==> config.mk <==
export PLATFORM = sky130hd
export DESIGN_NAME = sfa_front
export DESIGN_NICKNAME = d
export VERILOG_FILES = /design/src/rtl/sfa_pkg.sv /design/src/rtl/sfa_front.sv
export SDC_FILE = /design/constraint.sdc
export NUM_CORES = 1
export LEC_CHECK = 0
export BUFFER_PORTS_ARGS = -buffer_cell sky130_fd_sc_hd__buf_2
export CELL_PAD_IN_SITES_DETAIL_PLACEMENT = 1
export CELL_PAD_IN_SITES_GLOBAL_PLACEMENT = 1
export CORE_MARGIN = 5
export CORE_UTILIZATION = 30
export CTS_BUF_LIST = sky130_fd_sc_hd__clkbuf_8 sky130_fd_sc_hd__clkbuf_16
export CTS_CLUSTER_SIZE = 10
export DETAILED_ROUTE_END_ITERATION = 8
export PLACE_DENSITY = 0.62
export SLEW_MARGIN = 5
export SYNTH_ARGS = -nofsm -noshare
export SYNTH_HDL_FRONTEND = slang
export SYNTH_SLANG_ARGS = --single-unit
==> constraint.sdc <==
create_clock -name clk -period 6.3 [get_ports clk]
set_input_delay 1.26 -clock clk [delete_from_list [all_inputs] [get_ports clk]]
set_output_delay 1.26 -clock clk [all_outputs]
set_load 0.02 [all_outputs]
==> src/rtl/sfa_pkg.sv <==
// Types, codes and helper functions of the segregated free list allocator.
// No dependencies.
`default_nettype none
package sfa_pkg;
	localparam int ADDR_W      = 17;
	localparam int SIZE_W      = 22;
	localparam int WORD_W      = 23;
	localparam int CLS_W       = 5;
	localparam int MAX_CLASSES = 24;
	localparam int SZ_W        = 28;
	localparam int ADDR_SPAN   = 131072;

	typedef enum logic [1:0] {
		ST_OK        = 2'd0,
		ST_ZERO      = 2'd1,
		ST_EXHAUSTED = 2'd2,
		ST_TOO_LARGE = 2'd3
	} status_t;

	typedef enum logic {
		REQ_ALLOC = 1'b0,
		REQ_FREE  = 1'b1
	} req_type_t;

	typedef struct packed {
		req_type_t           req_type;
		logic [SIZE_W-1:0]   req_size;
		logic [ADDR_W-1:0]   block_addr;
	} req_t;

	typedef struct packed {
		logic [ADDR_W-1:0]   result_addr;
		status_t             status;
	} rsp_t;

	typedef struct packed {
		logic                is_free;
		logic [ADDR_W-1:0]   addr;
		logic [CLS_W-1:0]    cls;
		status_t             status;
	} cmd_t;

	typedef enum logic [3:0] {
		S_IDLE,
		S_EXEC,
		S_FREE_HDR,
		S_FREE_LINK,
		S_POP_HDR,
		S_POP_LINK,
		S_CARVE_A,
		S_CARVE_B,
		S_RESP
	} state_t;

	// smallest class whose block size (8 << i) holds size, capped at the last class
	function automatic logic [CLS_W-1:0] class_of(input logic [SZ_W-1:0] size,
			input int num_classes);
		logic [CLS_W-1:0] c;
		c = '0;
		for (int i = 0; i < MAX_CLASSES - 1; i++) begin
			if (i < num_classes - 1 && size > (SZ_W'(8) << i))
				c = CLS_W'(i + 1);
		end
		return c;
	endfunction
endpackage
`default_nettype wire

==> src/rtl/sfa_front.sv <==
// Front end: accepts request words, sizes and classifies them, queues commands.
// Depends on sfa_pkg.
`default_nettype none
module sfa_front #(
	parameter int NUM_CLASSES = 20
) (
	input  wire logic          clk,
	input  wire logic          arst_n,
	input  wire logic          req_valid,
	output logic               req_stall,
	input  wire sfa_pkg::req_t req,
	output logic               cmd_valid,
	input  wire logic          cmd_pop,
	output sfa_pkg::cmd_t      cmd
);
	import sfa_pkg::*;

	cmd_t            q_q [2];
	logic            wp_q, rp_q;
	logic [1:0]      cnt_q;
	logic            push;
	logic [WORD_W-1:0] sum, asize;
	cmd_t            c_new;

	always_comb begin
		sum   = {1'b0, req.req_size} + WORD_W'(8);
		asize = (sum < WORD_W'(16)) ? WORD_W'(16) : sum;
		c_new.is_free = (req.req_type == REQ_FREE);
		c_new.addr    = req.block_addr;
		c_new.cls     = class_of(SZ_W'(asize), NUM_CLASSES);
		if (req.req_type == REQ_FREE)
			c_new.status = ST_OK;
		else if (req.req_size == '0)
			c_new.status = ST_ZERO;
		else if (SZ_W'(asize) > (SZ_W'(8) << (NUM_CLASSES - 1)))
			c_new.status = ST_TOO_LARGE;
		else
			c_new.status = ST_OK;
	end

	assign req_stall = (cnt_q == 2'd2);
	assign push      = req_valid && !req_stall;
	assign cmd_valid = (cnt_q != 2'd0);
	assign cmd       = q_q[rp_q];

	always_ff @(posedge clk) begin
		if (push)
			q_q[wp_q] <= c_new;
	end

	always_ff @(posedge clk or negedge arst_n) begin
		if (!arst_n) begin
			wp_q  <= 1'b0;
			rp_q  <= 1'b0;
			cnt_q <= 2'd0;
		end else begin
			if (push)
				wp_q <= ~wp_q;
			if (cmd_pop)
				rp_q <= ~rp_q;
			cnt_q <= cnt_q + 2'(push) - 2'(cmd_pop);
		end
	end
endmodule
`default_nettype wire

# Word level (Yosys, flattened, before mapping)

Memories as Yosys holds them, arrays and structs flattened.
Index checks and enable logic that the tools add are counted.

Bits in registers: 4
Bits in writable memories: 50
Input bits: 44
Output and inout port bits: 27
Word-level logic and storage cells: 60
Memories: 1

Add/sub/neg operators: 3
$lt $le $gt $ge: 21
Equal/unequal tests: 1
Mux-type cells: 25
Bitwise logic cells: 2
Reduce and logical (&&, ||, !) cells: 4

Memory list:

| name | words | bits a word | rd ports | clocked after Yosys merged registers in | wr ports | RTL line        | source |
|---|---|---|---|---|---|---|---|
| q_q  | 2     | 25          | 1        | 0                                       | 1        | sfa_front.sv:18 | `cmd_t q_q [2];` |

Operator list:

| kind                                                        | count |
|---|---|
| 2-to-1 mux 4 bit                                            | 8 |
| adder 22 x 4 -> 23 bit, second input constant               | 1 |
| > comparator 23 x 10 -> 1 bit, second input constant        | 1 |
| > comparator 23 x 11 -> 1 bit, second input constant        | 1 |
| > comparator 23 x 12 -> 1 bit, second input constant        | 1 |
| > comparator 23 x 13 -> 1 bit, second input constant        | 1 |
| > comparator 23 x 14 -> 1 bit, second input constant        | 1 |
| > comparator 23 x 15 -> 1 bit, second input constant        | 1 |
| > comparator 23 x 16 -> 1 bit, second input constant        | 1 |
| > comparator 23 x 17 -> 1 bit, second input constant        | 1 |
| > comparator 23 x 18 -> 1 bit, second input constant        | 1 |
| > comparator 23 x 19 -> 1 bit, second input constant        | 1 |
| > comparator 23 x 20 -> 1 bit, second input constant        | 1 |
| > comparator 23 x 21 -> 1 bit, second input constant        | 1 |
| > comparator 23 x 22 -> 1 bit, second input constant        | 1 |
| > comparator 23 bit, second input constant                  | 1 |
| > comparator 23 x 4 -> 1 bit, second input constant         | 1 |
| > comparator 23 x 5 -> 1 bit, second input constant         | 1 |
| > comparator 23 x 6 -> 1 bit, second input constant         | 1 |
| > comparator 23 x 7 -> 1 bit, second input constant         | 1 |
| > comparator 23 x 8 -> 1 bit, second input constant         | 1 |
| > comparator 23 x 9 -> 1 bit, second input constant         | 1 |
| less-than comparator 23 x 5 -> 1 bit, second input constant | 1 |
| 2-to-1 mux 23 bit                                           | 1 |
| 12 further kinds                                            | 25 |

# Depth between registers and ports, before layout

Gate-level depths: netlist of the first run.

Word-level depth: 23
Depth in mapped cells: 13
Mapped depth without buffers: 10

# Least setup slack after synthesis of the first run

No wires, ideal clock.

Path kind: input-to-reg
Start point: in req[20] (netlist name)
End point: mem q_q[0][2] (netlist name), data pin
Setup time: 0.270 ns
Arrival time: 3.763 ns
Required time: 6.030 ns
Slack: 2.267 ns
Cell stages on the path: 12
Path buffers: 2
Path through: ha_1 > buf_2 > nand3_1 > nor4_1 > mux2i_1 > nor2_2 > nor4b_4 > and2_1 > clkbuf_1 > mux2_2 > a32o_1 > or3_1

RTL lines:

| what               | RTL line        | source |
|---|---|---|
| start: declaration | sfa_front.sv:11 | `input wire sfa_pkg::req_t req,` |
| end: declaration   | sfa_front.sv:18 |  |

==> metrics.txt, run 1 <==
Reg area 1600 µm²; routed len/inst 16.1 µm; Final Power 1.22 mW; I/O Buffers 70; number of synthesized register bits 54; H-tree levels 2; first-pass GRT wire length 13400 µm; CTS root buf clkbuf_8; RSZ-0062 raised after global routing false; row count 38; main combinational cell family by area after synthesis simple AND/OR/NAND/NOR gates; number of CTS-inserted buffers 5; Slew headroom 22.7%; Starting Density 30.7%; post-synthesis simple-gate area fraction 21.2%; area occupied by multi-input gates 1630 µm²; P_int 802 µW; Final Max Tran Viols 0; DR pass1 iterations 4; Die Width 115 µm; Reg clk slew, reported paths 0.09 ns; DR vias 2573; post_cts resized 0; worst min path class reg -> reg; Synth Instances 304; top_reg_cell synth edfxtp_1; Leak Pwr 1.39 nW; wire length on met3 426 µm; Pwr Density 312 nW/µm²; top routing layer used met4; post-synth cell types 62; adder and majority gate portion of the synthesized area 1.13%; Placed Cells 499; final cell count without fillers 507; Layout area overhead 17.6%; CTS sink cnt 54; vias in the first global route 2676; CTS tree built; clock group share of total power 18.9%; sw power 419 µW; Tcrit/Tclk final 69.1%; combinational fraction of design power 36.3%; Final ANT Viol Nets 0; TNS Setup 0 ns; Worst-Skew Late Latency 0.30 ns; Worst Setup End Kind register; Req. time, crit path 6.34 ns; clock tree buffer depth 2; Synth Area in Compound Gates 11.5%; total of max-cap violations 0; end of the critical path q_q[0][2]; CTS Hold Bufs 0; syn_nets 351; gpl congestion 0.809; dpl ws 1.64 ns; GRT overflow 0; mux cell area share after synthesis 10.3%; number of synthesized flops with an enable pin 50; register share of total power 44.7%; WP data arrival 4.39 ns; Worst Reg-to-Reg Cells 4; vias per cell 5.07; 1st-iter DRT viols 72; ant diodes 0; Sw Share 34.3%; commonest cells after routing, fill and taps aside buf_2, edfxtp_1, mux2_2; final hold viol count 0; FILL cells 1238; share of layout cells above drive strength 1 33.5%; register area share after synthesis 48.1%; total track usage 12.4%; Final min period 4.35 ns; Setup crit start req[20]; status completed; ys async rst share 7.41%; core area 10800 µm²; detailed placer's ending HPWL 6520 µm; skew final 0.0131 ns; CP Launch Type input pin; Max Clk Rate 230 MHz; post-synthesis xor/xnor area fraction 4.74%; CP Class in -> reg; maximum vdd drop 0.180 mV; reg-to-reg endpoint q_q[0][18]; R2R setup slack 4.50 ns; Post-CTS Setup Inserts 0; initial antenna violation count 0; final wirelength 8160 µm; Max Fanout on Critical Path 12; Die H 115 µm; most common cell after layout, fill and taps aside buf_2; Metal-1 WL 3760 µm; min setup slack post-route 1.95 ns; Ys Warns 0; largest net degree at the start of global routing 27; Slew @ Worst Pin 1.15 ns; DR WL met2 3890 µm; Core Util, Final 36.1%; Reg-to-Reg Start cnt_q[1]; die area 13300 µm²; final setup fails 0; I/O pins 71; Remaining DRCs 0; Final nets 413; Mean Syn Cell Area 10.9 µm²; Post-Syn Area 3330 µm²
==> layout make-up <==
type	count	area share, %
clock inverters	2	0.863
inverters	7	0.671
clock buffers	6	2.11
flip-flops and latches	54	40.9
well taps	140	4.48
repair buffers	72	9.34
multi-input cells	226	41.6
==> kinds of logic (layout without fill, tap and decap cells) <==
kind of cell             Yosys count  after routing
flip-flops                        54             54
AO/OA/AOI/OAI                     57             57
AND/OR/NAND/NOR                  117            117
adder cells (fa/ha/maj)            3              3
multiplexers                      31             31
buffers and inverters             24             87
XOR/XNOR                          18             18
==> power groups by stage <==
stage / Combinational [mW] / Sequential (mW) / Clock (mW)
6_report: 0.444 / 0.546 / 0.231
5_1_grt: 0.482 / 0.557 / 0.258
4_1_cts: 0.455 / 0.549 / 0.240
3_5_place_dp: 0.453 / 0.558 / 0
3_3_place_gp: 0.450 / 0.552 / 0
2_1_floorplan: 0.331 / 0.517 / 0
==> how the worst min path moves through the flow <==
stage,from,endpoint,slack [ns],cells past startpoint
after floorplan,cnt_q[1],cnt_q[1],0.46,1
after global placement,cnt_q[1],cnt_q[1],0.48,1
after detailed placement,cnt_q[1],cnt_q[1],0.49,1
after CTS,cnt_q[1],cnt_q[1],0.51,1
after global routing,cnt_q[1],cnt_q[1],0.55,1
final,cnt_q[1],cnt_q[1],0.50,1
==> critical path, cell delays in order <==
cell and delay (ns):
buf_2 0.17, ha_1 0.38, nor4_1 0.63, nand3_1 0.15, o22ai_1 0.32, nand3_1 0.26, nor4b_4 0.30, o21bai_1 0.10
mux2_2 0.27, a32o_1 0.19, or3_1 0.36
==> routing by layer <==
layer	vias to the layer above	track usage, %
li1	1275	-
met1	1217	16.2
met2	73	21.8
met3	8	1.79
met4	0	2.82
met5	-	0
==> registers in the layout, indices dropped and copies added, names as in the netlist <==
signal and flops:
q_q 50, cnt_q 2, rp_q 1, wp_q 1
==> synth_stat cells, types with 6 or more instances <==
library cell,n,area [µm²]
a21oi_1,18,90.1
nand2_1,17,63.8
nor2_1,23,86.3
o21ai_0,6,30.0
clkbuf_1,9,33.8
mux2_2,26,293
edfxtp_1,50,1500
inv_1,7,26.3
xnor2_1,10,87.6
nor3_1,12,60.1
xor2_1,8,70.1
nand4_1,9,56.3
nand3_1,10,50.1
==> through the flow <==
| stage | area, µm² | hold slack, ns |
|---|---|---|
| after floorplan | 3330 | 0.460 |
| after global placement | 3800 | 0.479 |
| after detailed placement | 3800 | 0.494 |
| after CTS | 3910 | 0.508 |
| after global routing | 3910 | 0.545 |
| final | 3910 | 0.500 |
Power figures use the tool's default switching activity.
==> run 2: changes to the inputs <==
==> constraint.sdc (replaced) <==
create_clock -name clk -period 4.55 [get_ports clk]
set_input_delay 0.91 -clock clk [delete_from_list [all_inputs] [get_ports clk]]
set_output_delay 0.91 -clock clk [all_outputs]
set_load 0.02 [all_outputs]
==> metrics.txt, run 2 (synthesis gave the netlist of run 1 again) <==
Layout area overhead 17.3% (was 17.6%); Leak Pwr 1.39 nW (about the same); worst min path class in -> async (was reg -> reg); combinational fraction of design power 37.7% (was 36.3%); Slowest cell on crit path mux2i_1 (was nor4_1); P_int 1.05 mW (was 802 µW); Max Fanout on Critical Path 12 (unchanged); dpl ws 0.254 ns (was 1.64 ns); Max Clk Rate 253 MHz; Worst-Skew Late Latency 0.30 ns (about the same); TNS Setup 0 ns (unchanged); post_cts resized 0 (unchanged); min setup slack post-route 0.590 ns (was 1.95 ns); CTS tree built (unchanged); Worst Reg-to-Reg Cells 4 (unchanged); routed len/inst 16.4 µm (was 16.1 µm); core area 10800 µm² (unchanged); skew final 0.00457 ns (was 0.0131 ns); CTS Hold Bufs 0 (unchanged); register bank with the most flops q_q (unchanged); 1st-iter DRT viols 89 (was 72); total track usage 12.8% (was 12.4%); Sw Share 35.4% (was 34.3%); total of max-cap violations 0 (unchanged); maximum vdd drop 0.221 mV (was 0.180 mV); Placed Cells 501 (was 499); row count 38 (unchanged); I/O pins 71 (unchanged); GRT overflow 0 (unchanged); Die Width 115 µm (unchanged); max reg flops 50 (unchanged); vias per cell 5.15 (was 5.07); Die H 115 µm (unchanged); sw power 577 µW (was 419 µW); Final min period 3.96 ns; Stages on worst setup path 11 (unchanged); die area 13300 µm² (unchanged); Remaining DRCs 0 (unchanged); largest registers q_q (50), cnt_q (2) (unchanged); CP cell instances buf_2 -> ha_1 -> nand3_1 -> nor4_4 -> mux2i_1 -> nor3_2 -> nor4b_4 -> o21bai_1 -> mux2_2 -> a32o_1 -> or3_1 (was buf_2 -> ha_1 -> nor4_1 -> nand3_1 -> o22ai_1 -> nand3_1 -> nor4b_4 -> o21bai_1 -> mux2_2 -> a32o_1 -> or3_1); final wirelength 8360 µm (was 8160 µm); Pwr Density 418 nW/µm² (was 312 nW/µm²); Post-CTS Setup Inserts 0 (unchanged); Starting Density 30.7% (unchanged); Tcrit/Tclk final 87.0%; DR vias 2621 (was 2573); Crit path max-delay family simple AND/OR/NAND/NOR gates (unchanged); Reg-to-Reg Start cnt_q[1] (unchanged); Slew @ Worst Pin 1.09 ns (was 1.15 ns); Setup crit start req[20] (unchanged); CP Launch Type input pin (unchanged); end of the critical path q_q[1][2] (was q_q[0][2]); CTS root buf clkbuf_8 (unchanged); gpl congestion 0.794 (was 0.809); vias in the first global route 2769 (was 2676); CP Class in -> reg (unchanged); Req. time, crit path 4.59 ns (was 6.34 ns); RSZ-0062 raised after global routing false (unchanged); Post-Place Cell Area 3810 µm² (was 3800 µm²); DR pass1 iterations 4 (unchanged); largest net degree at the start of global routing 27 (unchanged); CP Buf/Inv Count 1 (unchanged); Worst Setup End Kind register (unchanged); Final ANT Viol Nets 0 (unchanged); Final Max Tran Viols 0 (unchanged); detailed placer's ending HPWL 6690 µm (was 6520 µm); clock group share of total power 16.0% (was 18.9%); ant diodes 0 (unchanged); status completed (unchanged); first-pass GRT wire length 13700 µm (was 13400 µm); number of CTS-inserted buffers 5 (unchanged); initial antenna violation count 0 (unchanged); Slew headroom 27.0% (was 22.7%); H-tree levels 2 (unchanged); register share of total power 46.3% (was 44.7%); I/O Buffers 70 (unchanged); Reg clk slew, reported paths 0.09 ns (about the same); most common cell after layout, fill and taps aside buf_2 (unchanged); CP peak stage delay 0.57 ns (was 0.63 ns); clock tree buffer depth 2 (unchanged); commonest cells after routing, fill and taps aside buf_2, edfxtp_1, mux2_2 (unchanged); final setup fails 0 (unchanged); R2R setup slack 2.80 ns (was 4.50 ns); WP data arrival 4.00 ns (was 4.39 ns); reg-to-reg endpoint q_q[0][14] (was q_q[0][18]); final cell count without fillers 509 (was 507); share of layout cells above drive strength 1 33.9% (was 33.5%); Final nets 415 (was 413); CTS sink cnt 54 (unchanged); Finished Cell Area 3900 µm² (was 3910 µm²); final hold viol count 0 (unchanged); worst hold margin 0.405 ns (was 0.500 ns)
-- run 2: cell count changes in the layout (fill, tap and decap cells not counted), sizes merged --
cell / delta
clkinv: +1
bufinv: -1
buf: +2
-- run 2: final cells by class --
class / instances / area [µm²]
clock buffers: 6 / 82.6
clock inverters: 2 / 8.76
fillers: 1249 / 6940
inverters: 7 / 26.3
multi-input cells: 226 / 1630
flip-flops and latches: 54 / 1600
well taps: 140 / 175
repair buffers: 74 / 380
-- run 2: through the flow --
step           utilization, %  power [mW]
2_1_floorplan               -        1.17
3_3_place_gp             35.2        1.39
3_5_place_dp             35.2        1.40
4_1_cts                  36.0        1.66
5_1_grt                  36.0        1.74
6_report                 36.0        1.63
-- run 2: per-layer routing --
metal / vias to the layer above / track usage [%] / share of wire [%]
met5: - / 0 / 0
met4: 0 / 2.58 / 0.62
met3: 5 / 1.84 / 5.6
met2: 66 / 22.7 / 49
met1: 1267 / 16.6 / 45
li1: 1283 / - / -
-- run 2: power by group through the flow --
stage	clock, mW	combinational, mW	sequential [mW]
final	0.261	0.615	0.755
after global routing	0.300	0.669	0.771
after CTS	0.272	0.630	0.761
after detailed placement	0	0.627	0.773
after global placement	0	0.624	0.765
after floorplan	0	0.458	0.716
-- run 2: worst min-delay path by stage --
| stage | endpoint | slack [ns] |
|---|---|---|
| after floorplan | cnt_q[1] | 0.46 |
| after global placement | cnt_q[1] | 0.48 |
| after detailed placement | cnt_q[1] | 0.49 |
| after CTS | cnt_q[0] | 0.39 |
| after global routing | cnt_q[0] | 0.38 |
| final | cnt_q[0] | 0.41 |
==> run 3: changes to the inputs <==
--- a/config.mk
+++ b/config.mk
@@ -14,6 +14,7 @@
 export CTS_CLUSTER_SIZE = 10
 export DETAILED_ROUTE_END_ITERATION = 8
 export PLACE_DENSITY = 0.62
+export RECOVER_POWER = 100
 export SLEW_MARGIN = 5
 export SYNTH_ARGS = -nofsm -noshare
 export SYNTH_HDL_FRONTEND = slang
==> metrics.txt, run 3 (synthesis gave the netlist of run 1 again) <==
Slowest cell on crit path mux2i_1 (unchanged); GRT overflow 0 (unchanged); I/O Buffers 70 (unchanged); row count 38 (unchanged); largest registers q_q (50), cnt_q (2) (unchanged); Sw Share 36.2% (was 35.4%); post_cts resized 0 (unchanged); P_int 1.02 mW (was 1.05 mW); sw power 579 µW (was 577 µW); Max Clk Rate 250 MHz (was 253 MHz); Starting Density 30.7% (unchanged); CP Buf/Inv Count 1 (unchanged); CP Class in -> reg (unchanged); number of CTS-inserted buffers 5 (unchanged); Worst Setup End Kind register (unchanged); final setup fails 0 (unchanged); most common cell after layout, fill and taps aside edfxtp_1 (was buf_2); largest net degree at the start of global routing 27 (unchanged); reg-to-reg endpoint q_q[0][17] (was q_q[0][14]); CTS tree built (unchanged); first-pass GRT wire length 13700 µm (unchanged); Die H 115 µm (unchanged); gpl congestion 0.794 (unchanged); Final min period 4.00 ns (was 3.96 ns); die area 13300 µm² (unchanged); final hold viol count 0 (unchanged); Remaining DRCs 0 (unchanged); DR vias 2614 (was 2621); share of layout cells above drive strength 1 23.0% (was 33.9%); RSZ-0062 raised after global routing false (unchanged); CP Launch Type input pin (unchanged); Crit path max-delay family simple AND/OR/NAND/NOR gates (unchanged); Leak Pwr 1.28 nW (was 1.39 nW); Pwr Density 416 nW/µm² (was 418 nW/µm²); combinational fraction of design power 36.4% (was 37.7%); worst hold margin 0.437 ns (was 0.405 ns); detailed placer's ending HPWL 6690 µm (unchanged); TNS Setup 0 ns (unchanged); min setup slack post-route 0.553 ns (was 0.590 ns); Worst Reg-to-Reg Cells 4 (unchanged); status completed (unchanged); ant diodes 0 (unchanged); Req. time, crit path 4.59 ns (about the same); routed len/inst 16.4 µm (about the same); CTS Hold Bufs 0 (unchanged); CTS sink cnt 54 (unchanged); Core Util, Final 35.5% (was 36.0%); Reg clk slew, reported paths 0.09 ns (about the same); Reg-to-Reg Start cnt_q[1] (unchanged); vias per cell 5.14 (was 5.15); vias in the first global route 2769 (unchanged); FILL cells 1257 (was 1249); dpl ws 0.254 ns (unchanged); clock tree buffer depth 2 (unchanged); Max Fanout on Critical Path 12 (unchanged); Final Max Tran Viols 0 (unchanged); Die Width 115 µm (unchanged); commonest cells after routing, fill and taps aside edfxtp_1, clkbuf_1, buf_2 (was buf_2, edfxtp_1, mux2_2); CP cell instances buf_2 -> ha_1 -> nand3_1 -> nor4_4 -> mux2i_1 -> nor3_1 -> nor4b_4 -> o21bai_1 -> mux2_2 -> a32o_1 -> or3_1 (was buf_2 -> ha_1 -> nand3_1 -> nor4_4 -> mux2i_1 -> nor3_2 -> nor4b_4 -> o21bai_1 -> mux2_2 -> a32o_1 -> or3_1); maximum vdd drop 0.206 mV (was 0.221 mV); WP data arrival 4.04 ns (was 4.00 ns); final wirelength 8370 µm (was 8360 µm); clock group share of total power 16.3% (was 16.0%); total of max-cap violations 0 (unchanged); CTS root buf clkbuf_8 (unchanged); Layout area overhead 15.5% (was 17.3%); Tcrit/Tclk final 87.9% (was 87.0%); max reg flops 50 (unchanged); CP peak stage delay 0.54 ns (was 0.57 ns); skew final 0.00621 ns (was 0.00457 ns); Slew headroom 27.4% (was 27.0%); I/O pins 71 (unchanged); Final ANT Viol Nets 0 (unchanged); DR pass1 iterations 4 (unchanged); R2R setup slack 2.07 ns (was 2.80 ns); Post-CTS Setup Inserts 0 (unchanged); core area 10800 µm² (unchanged); Worst-Skew Late Latency 0.30 ns (about the same); register share of total power 47.3% (was 46.3%); Slew @ Worst Pin 1.09 ns (about the same); H-tree levels 2 (unchanged); total track usage 12.8% (unchanged); initial antenna violation count 0 (unchanged); Final nets 415 (unchanged); worst min path class in -> async (unchanged); Final Power 1.60 mW (was 1.63 mW); 1st-iter DRT viols 91 (was 89); register bank with the most flops q_q (unchanged)
## run 3: cell count changes in the layout (fill, tap and decap cells not counted), sizes merged
cell and change:
buf -37, clkbuf +37
## run 3: layout make-up
type | count | area (µm²) | area share, %
clock inverter | 2 | 8.76 | 0.228
tap | 140 | 175 | 4.56
multi-input combinational | 226 | 1620 | 42.2
clock buffer | 6 | 82.6 | 2.15
sequential | 54 | 1600 | 41.7
inverter | 7 | 26.3 | 0.683
timing repair buffer | 74 | 329 | 8.56
## run 3: power groups by stage
stage               Sequential [mW]  Clock, mW  Combinational, mW
floorplan                     0.716          0              0.458
global placement              0.765          0              0.624
detailed placement            0.773          0              0.627
CTS                           0.761      0.272              0.630
global route                  0.773      0.300              0.637
finish                        0.757      0.261              0.581
## run 3: worst register-to-register path, cell delays in order, from the launching register on
cell and delay, ns:
dfrtp_1 0.41, nand2b_1 0.12, nand2_1 0.11, nor2_1 0.64, clkbuf_1 0.82
## run 3: metal layers
metal / up-vias / global-route usage, % / part of all wire [%]
li1: 1282 / - / -
met1: 1259 / 16.6 / 45
met2: 68 / 22.7 / 49
met3: 5 / 1.84 / 5.9
met4: 0 / 2.58 / 0.62
met5: - / 0 / 0
## run 3: metrics by stage
step                area, µm²  cells
detailed placement       3810    501
global placement         3810    501
CTS                      3900    509
floorplan                3330    304
finish                   3840    509
global route             3840    509
## run 3: worst max-delay path by stage
stage / to / cells after the start / startpoint
6_report: q_q[1][2] / 11 / req[20]
4_1_cts: q_q[1][2] / 11 / req[20]
3_5_place_dp: q_q[0][2] / 11 / req[20]
3_3_place_gp: q_q[0][2] / 11 / req[20]
5_1_grt: q_q[1][2] / 11 / req[20]
2_1_floorplan: q_q[0][2] / 12 / req[20]
